`src/sv/srgb_to_cielab_pixel_core_defines.svh`:
```
// ----------------------------------------------------------------------------
// srgb_to_cielab_pixel_core_defines.svh
// Assertion macros for the sRGB to CIELAB pixel core.
// ----------------------------------------------------------------------------
`ifndef SRGB_TO_CIELAB_PIXEL_CORE_DEFINES_SVH
`define SRGB_TO_CIELAB_PIXEL_CORE_DEFINES_SVH

// Same-cycle implication, disabled during reset.
`define CLAB_ASSERT_IMPL(lbl, ante, cons) \
  lbl: assert property (@(posedge clk_i) disable iff (!rst_ni) (ante) |-> (cons)) \
    else $error("clab: implication check failed");

// Next-cycle implication, disabled during reset.
`define CLAB_ASSERT_NEXT(lbl, ante, cons) \
  lbl: assert property (@(posedge clk_i) disable iff (!rst_ni) (ante) |=> (cons)) \
    else $error("clab: next-cycle check failed");

`endif

```
`src/sv/clab_pkg.sv`:
```
// ----------------------------------------------------------------------------
// clab_pkg
// Shared constants, types and the gamma table for the sRGB to CIELAB core.
// ----------------------------------------------------------------------------
package clab_pkg;

  localparam int FRAC_BITS = 8;

  // Q24 linear / XYZ values, up to slightly above 1.0
  localparam int LIN_W  = 25;
  localparam int Q_W    = 25;
  localparam int F_W    = 21;          // Q20 f(t)
  localparam int COEF_W = 14;
  localparam int PROD_W = LIN_W + COEF_W;
  localparam int N_W    = 41;          // scaled dividend
  localparam int K_DIV  = 58;          // reciprocal shift
  localparam int HALF_W = 21;          // partial product split
  localparam int PP_W   = 2 * HALF_W;
  localparam int SUM_W  = 2 * PP_W;

  typedef logic [2:0][Q_W-1:0] xyz_t;
  typedef logic [F_W-1:0]      f_t;
  typedef logic [255:0][LIN_W-1:0] lin_tab_t;

  // sRGB to XYZ matrix, units of 1e-4
  localparam int unsigned MAT_COEF [3][3] = '{
    '{4124, 3576, 1805},
    '{2126, 7152,  722},
    '{ 193, 1192, 9505}
  };

  // every row is scaled by 10 so all reciprocals fit in 42 bits;
  // X and Z divide by the white point, Y's /10000 becomes /100000
  localparam int unsigned DIV_SCALE [3] = '{10, 10, 10};
  localparam int unsigned DIV_OFS   [3] = '{47523, 50000, 54441};
  localparam logic [63:0] DIVISOR   [3] = '{64'd95047, 64'd100000, 64'd108883};
  localparam logic [63:0] DIV_M     [3] = '{
    ((64'd1 << K_DIV) + DIVISOR[0] - 64'd1) / DIVISOR[0],
    ((64'd1 << K_DIV) + DIVISOR[1] - 64'd1) / DIVISOR[1],
    ((64'd1 << K_DIV) + DIVISOR[2] - 64'd1) / DIVISOR[2]
  };

  // f(t) linear segment
  localparam logic [63:0] LIN_T_MAX  = (64'd8856 << 24) / 64'd1000000;
  localparam int unsigned LIN_F_MUL  = 7787;
  localparam int unsigned LIN_F_RND  = 8000;
  localparam logic [63:0] LIN_DIV_M  = ((64'd1 << 31) + 64'd124) / 64'd125;
  localparam logic [63:0] LIN_F_OFS  = ((64'd16 << 20) + 64'd58) / 64'd116;

  // Output rounding
  localparam int SH       = 20 - FRAC_BITS;
  localparam int RND_HALF = 1 << (SH - 1);

  function automatic logic [63:0] pow5_q30(logic [63:0] y);
    logic [63:0] p;
    p = y;
    for (int i = 0; i < 4; i++) begin
      p = (p * y) >> 30;
    end
    return p;
  endfunction

  function automatic logic [63:0] lin_q24(logic [63:0] c);
    logic [63:0] t;
    logic [63:0] u;
    logic [63:0] lo;
    logic [63:0] hi;
    logic [63:0] mid;
    logic [63:0] lin30;
    if (c * 64'd100000 <= 64'd1031475) begin
      return (c * 64'd100 * (64'd1 << 24) + 64'd164730) / 64'd329460;
    end
    t  = (((64'd1000 * c + 64'd14025) << 30) + 64'd134512) / 64'd269025;
    u  = (t * t + (64'd1 << 29)) >> 30;
    lo = 64'd0;
    hi = 64'd1 << 30;
    for (int k = 0; k < 32; k++) begin
      if (lo < hi) begin
        mid = lo + ((hi - lo + 64'd1) >> 1);
        if (pow5_q30(mid) <= u) begin
          lo = mid;
        end else begin
          hi = mid - 64'd1;
        end
      end
    end
    lin30 = (u * lo) >> 30;
    return (lin30 + 64'd32) >> 6;
  endfunction

  function automatic lin_tab_t build_lin_tab();
    lin_tab_t tab;
    for (int c = 0; c < 256; c++) begin
      tab[c] = LIN_W'(lin_q24(64'(c)));
    end
    return tab;
  endfunction

  localparam lin_tab_t LIN_TAB = build_lin_tab();

endpackage

```
`src/sv/clab_out.sv`:
```
// ----------------------------------------------------------------------------
// clab_out
// L, a, b from f values; rounding and saturation, two stages.
// ----------------------------------------------------------------------------
module clab_out (
  input  logic                clk_i,
  input  logic                rst_ni,
  input  logic                vld_i,
  input  clab_pkg::f_t        fx_i,
  input  clab_pkg::f_t        fy_i,
  input  clab_pkg::f_t        fz_i,
  output logic                done_o,
  output logic [14:0]         lightness_o,
  output logic signed [15:0]  green_red_axis_o,
  output logic signed [15:0]  blue_yellow_axis_o
);

  localparam int V_W = 34;

  logic vld_q;
  logic signed [V_W-1:0] fxs, fys, fzs;
  logic signed [V_W-1:0] lv_q, av_q, bv_q;
  logic signed [V_W-1:0] lr, ar, br;

  function automatic logic signed [V_W-1:0] round_sh(logic signed [V_W-1:0] v);
    logic signed [V_W-1:0] t;
    // halves away from zero
    t = v + signed'(V_W'(clab_pkg::RND_HALF)) - signed'(V_W'(v[V_W-1]));
    return t >>> clab_pkg::SH;
  endfunction

  assign fxs = signed'(V_W'(fx_i));
  assign fys = signed'(V_W'(fy_i));
  assign fzs = signed'(V_W'(fz_i));

  always_ff @(posedge clk_i) begin
    lv_q <= fys * 34'sd116 - 34'sd16777216;
    av_q <= (fxs - fys) * 34'sd500;
    bv_q <= (fys - fzs) * 34'sd200;
  end

  assign lr = round_sh(lv_q);
  assign ar = round_sh(av_q);
  assign br = round_sh(bv_q);

  always_ff @(posedge clk_i or negedge rst_ni) begin
    if (!rst_ni) begin
      vld_q  <= 1'b0;
      done_o <= 1'b0;
    end else begin
      vld_q  <= vld_i;
      done_o <= vld_q;
    end
  end

  always_ff @(posedge clk_i) begin
    if (lr < 34'sd0) begin
      lightness_o <= 15'd0;
    end else if (lr > 34'sd32767) begin
      lightness_o <= 15'h7fff;
    end else begin
      lightness_o <= lr[14:0];
    end
    if (ar < -34'sd32768) begin
      green_red_axis_o <= 16'sh8000;
    end else if (ar > 34'sd32767) begin
      green_red_axis_o <= 16'sh7fff;
    end else begin
      green_red_axis_o <= ar[15:0];
    end
    if (br < -34'sd32768) begin
      blue_yellow_axis_o <= 16'sh8000;
    end else if (br > 34'sd32767) begin
      blue_yellow_axis_o <= 16'sh7fff;
    end else begin
      blue_yellow_axis_o <= br[15:0];
    end
  end

endmodule

```
`config.mk`:
```
export PLATFORM = sky130hd
export DESIGN_NAME = clab_out
export DESIGN_NICKNAME = d
export VERILOG_FILES = /design/src/sv/srgb_to_cielab_pixel_core_defines.svh /design/src/sv/clab_pkg.sv /design/src/sv/clab_out.sv
export SDC_FILE = /design/constraint.sdc
export NUM_CORES = 1
export LEC_CHECK = 0
export ABC_CLOCK_PERIOD_IN_PS = 4550
export BUFFER_PORTS_ARGS = -buffer_cell sky130_fd_sc_hd__buf_2
export CAP_MARGIN = 0
export CORE_MARGIN = 2
export CORE_UTILIZATION = 41
export DETAILED_ROUTE_END_ITERATION = 10
export GPL_TIMING_DRIVEN = 0
export PLACE_DENSITY_LB_ADDON = 0.08
export SKIP_CTS_REPAIR_TIMING = 1
export SYNTH_ARGS = -nofsm -noshare
export SYNTH_HDL_FRONTEND = slang
export SYNTH_SLANG_ARGS = --single-unit
```
`constraint.sdc`:
```
create_clock -name clk_i -period 4.55 [get_ports clk_i]
set_clock_uncertainty 0.15 [all_clocks]
set_input_delay 0.91 -clock clk_i [delete_from_list [all_inputs] [get_ports clk_i]]
set_output_delay 0.91 -clock clk_i [all_outputs]
set_load 0.02 [all_outputs]
```
======== Yosys cells after proc, flatten, opt, wreduce, memory -nomap -nowiden ========
Cells that the tools add are included.
word-level totals
  bits in registers ....................... 141
  bits of input ports ..................... 66
  output and inout port bits .............. 48
  logic and storage cells ................. 29
operators by class
  add/sub/neg operators ................... 9
  multiply operators ...................... 3
  order comparisons ....................... 6
  muxes and demuxes ....................... 3
operators by type and width
  kind                      count
  $add A34 B13 Y34 const B  2
  $sub A34 B2 Y34           2
  $gt A22 B16 Y1 const B    2
  $lt A22 B16 Y1 const B    2
  $sub A21 B21 Y22          2
  $mux W16                  2
  $sub A30 B2 Y31           1
  $add A29 B13 Y30 const B  1
  $mul A22 B8 Y30 const B   1
  $sub A28 B25 Y29 const B  1
  $mul A22 B6 Y28 const B   1
  $mul A21 B5 Y26 const B   1
  $gt A19 B16 Y1 const B    1
  $lt A19 B1 Y1 const B     1
  $mux W15                  1

======== Longest topological paths before layout ========
Gate-level depths: netlist (run 1).
  word-level depth ........................ 4
  gate-level depth with buffers ........... 31
  gate-level depth less buffers ........... 31

======== Worst setup path before layout (run 1) ========
No wires, ideal clock.
  kind .................................... input port to flip-flop
  start point ............................. in fx_i[0]
  end point ............................... reg av_q[32]
  setup time .............................. 125 ps
  arrival ................................. 6988 ps
  required time ........................... 4275 ps
  setup slack ............................. -2713 ps
  stages .................................. 29
  path buffers ............................ 0
  cells stage by stage .................... inv_1 > ha_1 > inv_1 > fa_1 > a21o_1 > a21oi_1 > o21bai_1 > a21oi_1 > o21bai_1 > a21o_1 > o311ai_2 > xnor2_1 > xor2_1 > fa_1 > inv_1 > fa_1 > inv_1 > fa_1 > inv_1 > ha_1 > and3_1 > o2111a_1 > a221oi_1 > a21oi_1 > a21oi_1 > o31ai_1 > a21o_1 > a21oi_1 > xnor2_1
on the way
  word-level cells in the longest chain between the ends .. 2
RTL lines
  element                 line            text
  start: declaration      clab_out.sv:9   input clab_pkg::f_t fx_i,
  $sub A21 B21 Y22        clab_out.sv:38  av_q <= (fxs - fys) * 34'sd500;
  $mul A22 B8 Y30         clab_out.sv:38
  end signal: assignment  clab_out.sv:38
  end: declaration        clab_out.sv:22  logic signed [V_W-1:0] lv_q, av_q, bv_q;
No other way between the ends.
A chain may end at the register's enable or synchronous reset.

======== Worst setup path in the final report (run 1) ========
  start point ............................. in fx_i[0]
  end point ............................... reg av_q[30]
The elaborated chain is that of the path after synthesis.

==> results of run 1 <==
## area by class of cell
cell class	count	share of cell area
Inverter	483	0.0830
Clock inverter	15	0.00850
Tap cell	585	0.0329
Timing Repair Buffer	201	0.0597
Buffer	12	0.00298
Multi-Input combinational cell	1459	0.673
Sequential cell	134	0.121
Clock buffer	17	0.0191
## worst max-delay path, delay by kind of cell
kind,cells,cell delay (ps)
compound gates,15,2530
buf+inv,7,390
fa+ha+maj,7,2610
xor+xnor,2,400
## path summary, 6_finish.rpt
| kind | start | endpoint | slack [ps] | depth (start not counted) |
|---|---|---|---|---|
| setup / recovery | fx_i[0] | av_q[30] | -2060 | 31 |
| min in group clk_i | vld_q | done_o | 210 | 0 |
| max in group asynchronous | rst_ni | vld_q | 4080 | 1 |
| hold / removal | rst_ni | done_o | 70 | 1 |
| hold reg to reg | vld_q | done_o | 210 | 0 |
| setup reg to reg | bv_q[9] | blue_yellow_axis_o[4] | 800 | 13 |
## cell families (layout without fill, tap and decap cells)
kind of cell | count (synthesis) | count (layout) | share of synthesized area
adders and majority gates | 457 | 457 | 0.378
and+or+nand+nor | 350 | 350 | 0.0980
xor gates and xnor gates | 164 | 164 | 0.0809
AOI/OAI and AO/OA | 482 | 482 | 0.182
DFF | 134 | 134 | 0.152
buffers and inverters | 496 | 728 | 0.106
muxes | 4 | 4 | 0.00233
other | 1 | 2 | 0.000211
## cells in the final DEF (no fill, tap or decap), types with 40 or more instances in the layout
cell     synthesis  layout
inv_1          483     451
ha_1           323     266
dfxtp_1        132     132
fa_1           133     129
a21oi_1        144     105
buf_2            2     104
xnor2_1        112      89
buf_4            1      86
nor2_1          88      74
a21o_1          69      68
nand2_1         69      67
ha_4             0      49
o21a_1          48      48
o21ai_0         67      45
xor2_1          52      40
## sequential cells by signal (all words and copies together), names as in the netlist
signal / count
lv_q: 27
bv_q: 28
green_red_axis_o: 16
av_q: 30
lightness_o: 15
vld_q: 1
done_o: 1
blue_yellow_axis_o: 16
## layer usage
layer	global-route usage	up-vias
li1	-	7373
met1	0.261	6721
met2	0.272	156
met3	0.0323	26
met4	0.0505	0
met5	0	-
## per-stage QoR
stage	hold WS, ps	util	cell area (um2)	setup TNS (ps)
6_report	74.8	0.518	22200	-45750
5_1_grt	50.0	0.518	22200	-53950
4_1_cts	40.9	0.476	20400	-69480
3_5_place_dp	188	0.462	19800	-92720
3_3_place_gp	193	0.462	19800	-89880
2_1_floorplan	181	-	18500	-46650
## cells in the mapped netlist, types with 32 or more instances
master and instances:
nor3_1 36, o21ai_0 67, nor2_1 88, ha_1 323
nand3_1 32, xor2_1 52, inv_1 483, fa_1 133
o21a_1 48, a21o_1 69, a21oi_1 144, dfxtp_1 132
nand2_1 69, xnor2_1 112
==> flow_summary.ini, run 1 <==
[synthesis]
synth.largest_area_cell = ha_1
synth.area.top_cells = ha_1, fa_1, dfxtp_1
yosysWarnings = 0
syn_inst = 2088
synth_top_area_share = 0.228
syn_area_per_cell_um2 = 8.50
yosys.cell_types.count = 76
ys_ff_latch = 134
synth_edf_count = 0
synth_area_mm2 = 0.0177
ys_seq_area_frac = 0.152
ys_async_sr_fraction = 0.0149
synth_ff_type = dfxtp_1

[timing]
finalCriticalPeriod_ps = 6610
setup_viol = 40
fmax_mhz = 151
tightest_slew_ps = 778
setup_slack_ps = -2060
final_hold_viol_count = 0
drv_slew = 0
relSlewSlack = 0.468
rsz0062_at_grt = true
finalCritPeriodShare = 1.45

[setup_path]
endpoint_kind = flop
cp_slowest_cell = fa_2
worstSetupStartpointType = input pin
cp_slowest_stage_delay_ps = 560
crit_required_ps = 4790
crit_path_max_fanout = 5
crit_arrival_ps = 6850
critPathKind = in -> reg
crit_top_cell = inv_2

[grt]
grt_first_pass_wirelength_um = 64500
antenna_found_initial = 0
grt_pass1_vias = 13400
overflow = 0
track_usage = 0.180
grt_max_degree = 17

[routing]
drt_iter0_markers = 483
highest_layer = met4
vias = 14300
drt-met1-wl_um = 20500
routed_wirelength_um = 40300
dr.pass1.iters = 5
drc = 0
met2_length_um = 17900
wl_met3_um = 1180
drtAntennaViolNets = 0
wire_per_inst_um = 13.9
via_per_inst = 4.91

[place]
pre_cts_ws_ps = -3350
io_buffers = 113
dp.cells = 2787
gp_congestion = 0.832
dp_hpwl_um = 33600

[floorplanning]
fp.dieArea_mm2 = 0.0450
row_count = 76
die_h_um = 212
start_util = 0.414
die_w_um = 212
io_pins = 114
core_mm2 = 0.0429

[clock_network]
cts_htree_levels = 4
ctsRootBufferMaster = clkbuf_16
clock_sinks = 134
cts_tree = done
clk_pin_slew_ps = 60
clockBufferDepth = 2
cts_buffers = 17
insertion_delay_ps = 460

[worst_hold_path]
hold_class = in -> async

[status]
status = finished with violations
violations = setup timing

[layout]
fillers = 4107
nets = 2830
area_delta_synth_final_pct = 25.3
antenna_cells = 0
seq_area_mm2 = 0.00269
fin_cells = 2906
drive_gt1_frac = 0.218
multiInputGateArea_mm2 = 0.0150

[run]
cap_viol_max_count = 0
Power of run 1 is not shown: default switching activity piles up to over one toggle a cycle in this logic, so the estimate is an artifact.
==> run 2: changes to the inputs <==
--- a/config.mk
+++ b/config.mk
@@ -5,6 +5,7 @@
 export SDC_FILE = /design/constraint.sdc
 export NUM_CORES = 1
 export LEC_CHECK = 0
+export ABC_AREA = 1
 export ABC_CLOCK_PERIOD_IN_PS = 4550
 export BUFFER_PORTS_ARGS = -buffer_cell sky130_fd_sc_hd__buf_2
 export CAP_MARGIN = 0
@@ -12,7 +13,7 @@
 export CORE_UTILIZATION = 41
 export DETAILED_ROUTE_END_ITERATION = 10
 export GPL_TIMING_DRIVEN = 0
-export PLACE_DENSITY_LB_ADDON = 0.08
+export PLACE_DENSITY = 0.67
 export SKIP_CTS_REPAIR_TIMING = 1
 export SYNTH_ARGS = -nofsm -noshare
 export SYNTH_HDL_FRONTEND = slang
==> run 2 against run 1 <==
Against the previous run:
- the run still ends with setup timing left
- count of clock-buffer cells in the layout did not move
- critical path depth shrank 2
- cell count rose by 30%
- via count up 27%
- register-to-register slack better by 950 ps
- final area up 16%
- flip-flop and latch count unchanged
==> flow_summary.ini, run 2 <==
[timing]
rsz0062_at_grt = true
drv_slew = 0
tightest_slew_ps = 587
setup_slack_ps = -1300
relSlewSlack = 0.605
setup_viol = 27
fmax_mhz = 171
finalCriticalPeriod_ps = 5850
final_hold_viol_count = 0
finalCritPeriodShare = 1.28

[routing]
routed_wirelength_um = 51200
drtAntennaViolNets = 0
dr.pass1.iters = 5
via_per_inst = 4.81
drc = 0
drt_iter0_markers = 945
vias = 18200
wire_per_inst_um = 13.5

[synthesis]
synth_edf_count = 0
yosysWarnings = 0
synth.area.top_cells = ha_1, inv_1, fa_1
synth_xor_area_frac = 0.0720
synth_top_family_by_area = adder cells
synthMuxAreaShare = 0
ys_seq_area_frac = 0.135
yosys-top-cells-count = inv_1, nand2_1, ha_1
syn_inst = 2900
synth_area_mm2 = 0.0199
ys_async_sr_fraction = 0.0149
synth.largest_area_cell = ha_1
synthSimpleGateAreaFrac = 0.220
synth_ff_type = dfxtp_1
yosys.cell_types.count = 49
synth_compound_area_frac = 0.0950
syn_area_per_cell_um2 = 6.87
synthAdderAreaFrac = 0.337
synth_top_area_share = 0.203
yosysMostFrequentCell = inv_1
ys_ff_latch = 134

[clock_network]
clock_sinks = 134
ctsRootBufferMaster = clkbuf_16
insertion_delay_ps = 450
clk_pin_slew_ps = 60
cts_buffers = 17
cts_htree_levels = 4
cts_tree = done
clockBufferDepth = 2

[setup_path]
crit_start = fx_i[0]
reg2reg_slack_ps = 1750
rr_startpoint = av_q[12]
crit_arrival_ps = 6020
worstSetupPathDepth = 29
cp.buffers_inverters = 7
cp_slowest_stage_delay_ps = 530
reg2reg_depth = 19
endpoint_kind = flop
path_delay_family = adder cells
cp_slowest_cell = fa_1
crit_end = av_q[28]
r2r-end = green_red_axis_o[14]
critPathKind = in -> reg
worstSetupStartpointType = input pin
crit_required_ps = 4730
crit_path_max_fanout = 5

[layout]
top_regs = av_q x30, bv_q x28, lv_q x27
area_delta_synth_final_pct = 29.9
regMostFlops = av_q
largest_reg_flops = 30
postLayoutCoreUtil = 0.541
nets = 3675
layout_commonest_cell = inv_1
fillers = 4353
antenna_cells = 0
drive_gt1_frac = 0.210
final_cell_mix = inv_1, nand2_1, ha_1

[grt]
grt_max_degree = 17
track_usage = 0.187
antenna_found_initial = 1
overflow = 0
grt_first_pass_wirelength_um = 76800
grt_pass1_vias = 16300

[floorplanning]
fp.dieArea_mm2 = 0.0504
die_h_um = 224
die_w_um = 224
row_count = 80
start_util = 0.416
core_mm2 = 0.0478
io_pins = 114

[run]
cap_viol_max_count = 0

[status]
status = finished with violations
violations = setup timing

[place]
dp_hpwl_um = 40900
io_buffers = 113
gp_congestion = 0.880
pre_cts_ws_ps = -2450

[worst_hold_path]
hold_class = in -> async
run 2: cell count changes after synthesis, moves of 54 or more:
| cell | previous run | this run |
|---|---|---|
| nand2_1 | 69 | 694 |
| inv_1 | 483 | 729 |
| a21o_1 | 69 | 14 |
| nand3_1 | 32 | 102 |
| xnor2_1 | 112 | 58 |
| nor2_1 | 88 | 183 |
run 2: how the worst min path moves through the flow:
stage | end | from | slack [ps]
floorplan | done_o | vld_q | 180
global placement | done_o | vld_q | 180
detailed placement | done_o | vld_q | 190
CTS | vld_q | rst_ni | 60
global route | vld_q | rst_ni | 70
finish | vld_q | rst_ni | 90
run 2: routing by layer:
| layer | up-vias | GRT usage | wire (um) |
|---|---|---|---|
| met5 | - | 0 | 0 |
| met4 | 0 | 0.0429 | 738 |
| met3 | 53 | 0.0239 | 2210 |
| met2 | 355 | 0.301 | 23500 |
| met1 | 8319 | 0.267 | 24800 |
| li1 | 9471 | - | - |
run 2: cell type report:
| class | instances | area, um2 | share of cell area |
|---|---|---|---|
| buffer | 9 | 62.6 | 0.00242 |
| multi-input combinational | 2028 | 17300 | 0.668 |
| clock inverter | 15 | 171 | 0.00663 |
| timing repair buffer | 233 | 1680 | 0.0648 |
| clock buffer | 17 | 425 | 0.0164 |
| inverter | 730 | 2800 | 0.108 |
| sequential | 134 | 2690 | 0.104 |
| tap | 615 | 769 | 0.0297 |
run 2: worst reg2reg max path, cell delays in order (launching register included):
cell     delay (ps)
dfxtp_1         460
inv_1           110
ha_1            340
inv_1            60
nand2_1         120
nor3_1          210
nand2_1          70
nand2_1         200
nand2_1         110
nand2_1          70
nand2_1          40
nand2_1          90
inv_1            50
nor2_1           70
nand2_1          50
nand2_1         140
buf_4           190
nand2_1          60
nand2_1          50
inv_1            40
run 2: cell families (layout without fill, tap and decap cells):
group           after synthesis  after routing
other cells                   1              2
fa+ha+maj                   457            457
simple gates               1073           1073
compound gates              339            339
buf+inv                     739           1004
flops                       134            134
xor+xnor                    157            157
run 2: per-stage QoR:
step	std cells	area, um2	hold WS, ps	setup TNS (ps)
floorplan	2901	21100	181	-23320
global placement	3629	22400	184	-55420
detailed placement	3629	22400	186	-55810
CTS	3661	23000	62.0	-37330
global route	3781	25900	69.3	-26670
finish	3781	25900	87.0	-21850
Power of run 2 is left out for the same reason.
==> run 3: changes to the inputs <==
--- a/config.mk
+++ b/config.mk
@@ -13,7 +13,7 @@
 export CORE_UTILIZATION = 41
 export DETAILED_ROUTE_END_ITERATION = 10
 export GPL_TIMING_DRIVEN = 0
-export PLACE_DENSITY = 0.67
+export PLACE_DENSITY = 0.65
 export SKIP_CTS_REPAIR_TIMING = 1
 export SYNTH_ARGS = -nofsm -noshare
 export SYNTH_HDL_FRONTEND = slang
==> run 3 against run 2 <==
Against the previous run:
- final area is 0.32% higher
- cell count is 0.40% higher
- non-clock buffer count increased by 15
- the run still ends with setup timing left
- count of clock-buffer cells in the layout unchanged
- maximum frequency fell by 0.55%
- sequential share of layout area hardly changed
- global-route usage up 1.3 points
- critical path depth shrank 4
- critical endpoint unchanged
- register-to-register slack worse by 50 ps
- critical path type unchanged
- worst hold slack improved by 3.5 ps
==> flow_summary.ini, run 3 (synthesized netlist as in run 2, its figures left out) <==
[timing]
rsz0062_at_grt = true
timing.hold.ws_ps = 90.5
tightest_slew_ps = 608
finalCritPeriodShare = 1.29
drv_slew = 0
final_hold_viol_count = 0
relSlewSlack = 0.590
setup_slack_ps = -1330
setup_tns_ps = -22370
fmax_mhz = 170
setup_viol = 28
finalCriticalPeriod_ps = 5880

[floorplanning]
row_count = 80
core_mm2 = 0.0478
start_util = 0.416
die_h_um = 224
fp.dieArea_mm2 = 0.0504
io_pins = 114
die_w_um = 224

[routing]
vias = 18500
wire_per_inst_um = 14.3
drc = 0
via_per_inst = 4.88
dr.pass1.iters = 5
drt_iter0_markers = 885
routed_wirelength_um = 54200
drtAntennaViolNets = 0

[layout]
antenna_cells = 0
layout_commonest_cell = inv_1
seq_area_mm2 = 0.00269
drive_gt1_frac = 0.224
fillers = 4404
multiInputGateArea_mm2 = 0.0173
largest_reg_flops = 30
area_delta_synth_final_pct = 30.3
nets = 3690
top_regs = av_q x30, bv_q x28, lv_q x27
regMostFlops = av_q
final_cell_mix = inv_1, nand2_1, ha_1

[clock_network]
clock_sinks = 134
cts_tree = done
ctsRootBufferMaster = clkbuf_16
cts_buffers = 17
cts_htree_levels = 4
insertion_delay_ps = 450
clockBufferDepth = 2
clk_pin_slew_ps = 60

[grt]
grt_first_pass_wirelength_um = 82300
track_usage = 0.200
grt_pass1_vias = 17300
overflow = 0
antenna_found_initial = 0
grt_max_degree = 17

[setup_path]
cp_slowest_stage_delay_ps = 550
cp_slowest_cell = fa_1
endpoint_kind = flop
crit_path_max_fanout = 5
critPathKind = in -> reg
crit_arrival_ps = 6090
worstSetupStartpointType = input pin
crit_required_ps = 4770
crit_top_cell = fa_1

[worst_hold_path]
hold_class = in -> async

[place]
gp_congestion = 0.912
pre_cts_ws_ps = -2370
io_buffers = 113
dp_hpwl_um = 43900

[status]
status = finished with violations
violations = setup timing

[run]
cap_viol_max_count = 0
[run 3: cell types whose count changed in the layout (fill, tap and decap cells not counted), sizes merged]
cell,change
buf,+14
inv,+6
bufinv,-2
clkinv,-2
clkinvlp,-2
clkbuf,+1
[run 3: worst paths after layout]
check / start / end / slack [ps] / cells past startpoint
max: fy_i[5] / av_q[28] / -1330 / 25
max in group asynchronous: rst_ni / vld_q / 4070 / 1
min reg2reg: vld_q / done_o / 210 / 0
max reg2reg: bv_q[12] / blue_yellow_axis_o[12] / 1700 / 13
min: rst_ni / done_o / 90 / 1
min in group clk_i: vld_q / done_o / 210 / 0
[run 3: layout make-up]
cell class                 count  area share
tap                          615      0.0296
inverter                     730       0.108
timing repair buffer         248      0.0705
buffer                         9     0.00241
clock inverter                15     0.00521
multi-input combinational   2028       0.665
clock buffer                  17      0.0164
sequential                   134       0.104
[run 3: metrics by stage]
| stage | area [um2] | instances | util |
|---|---|---|---|
| 2_1_floorplan | 21100 | 2901 | - |
| 3_3_place_gp | 22400 | 3629 | 0.468 |
| 3_5_place_dp | 22400 | 3629 | 0.468 |
| 4_1_cts | 23000 | 3661 | 0.480 |
| 5_1_grt | 26000 | 3796 | 0.543 |
| 6_report | 26000 | 3796 | 0.543 |
[run 3: worst max-delay path: cells and delay by family]
family	cells	cell delay (ps)
AND/OR/NAND/NOR	6	690
AO/OA/AOI/OAI	6	1070
XOR/XNOR	1	130
adder cells (fa/ha/maj)	6	2630
buffers and inverters	6	640
[run 3: metal layers]
metal | wire, um | global-route usage | part of all wire
met1 | 27000 | 0.297 | 0.50
met2 | 24000 | 0.309 | 0.44
met3 | 2270 | 0.0225 | 0.042
met4 | 896 | 0.0476 | 0.017
met5 | 0 | 0 | 0
Power of run 3 is left out for the same reason.
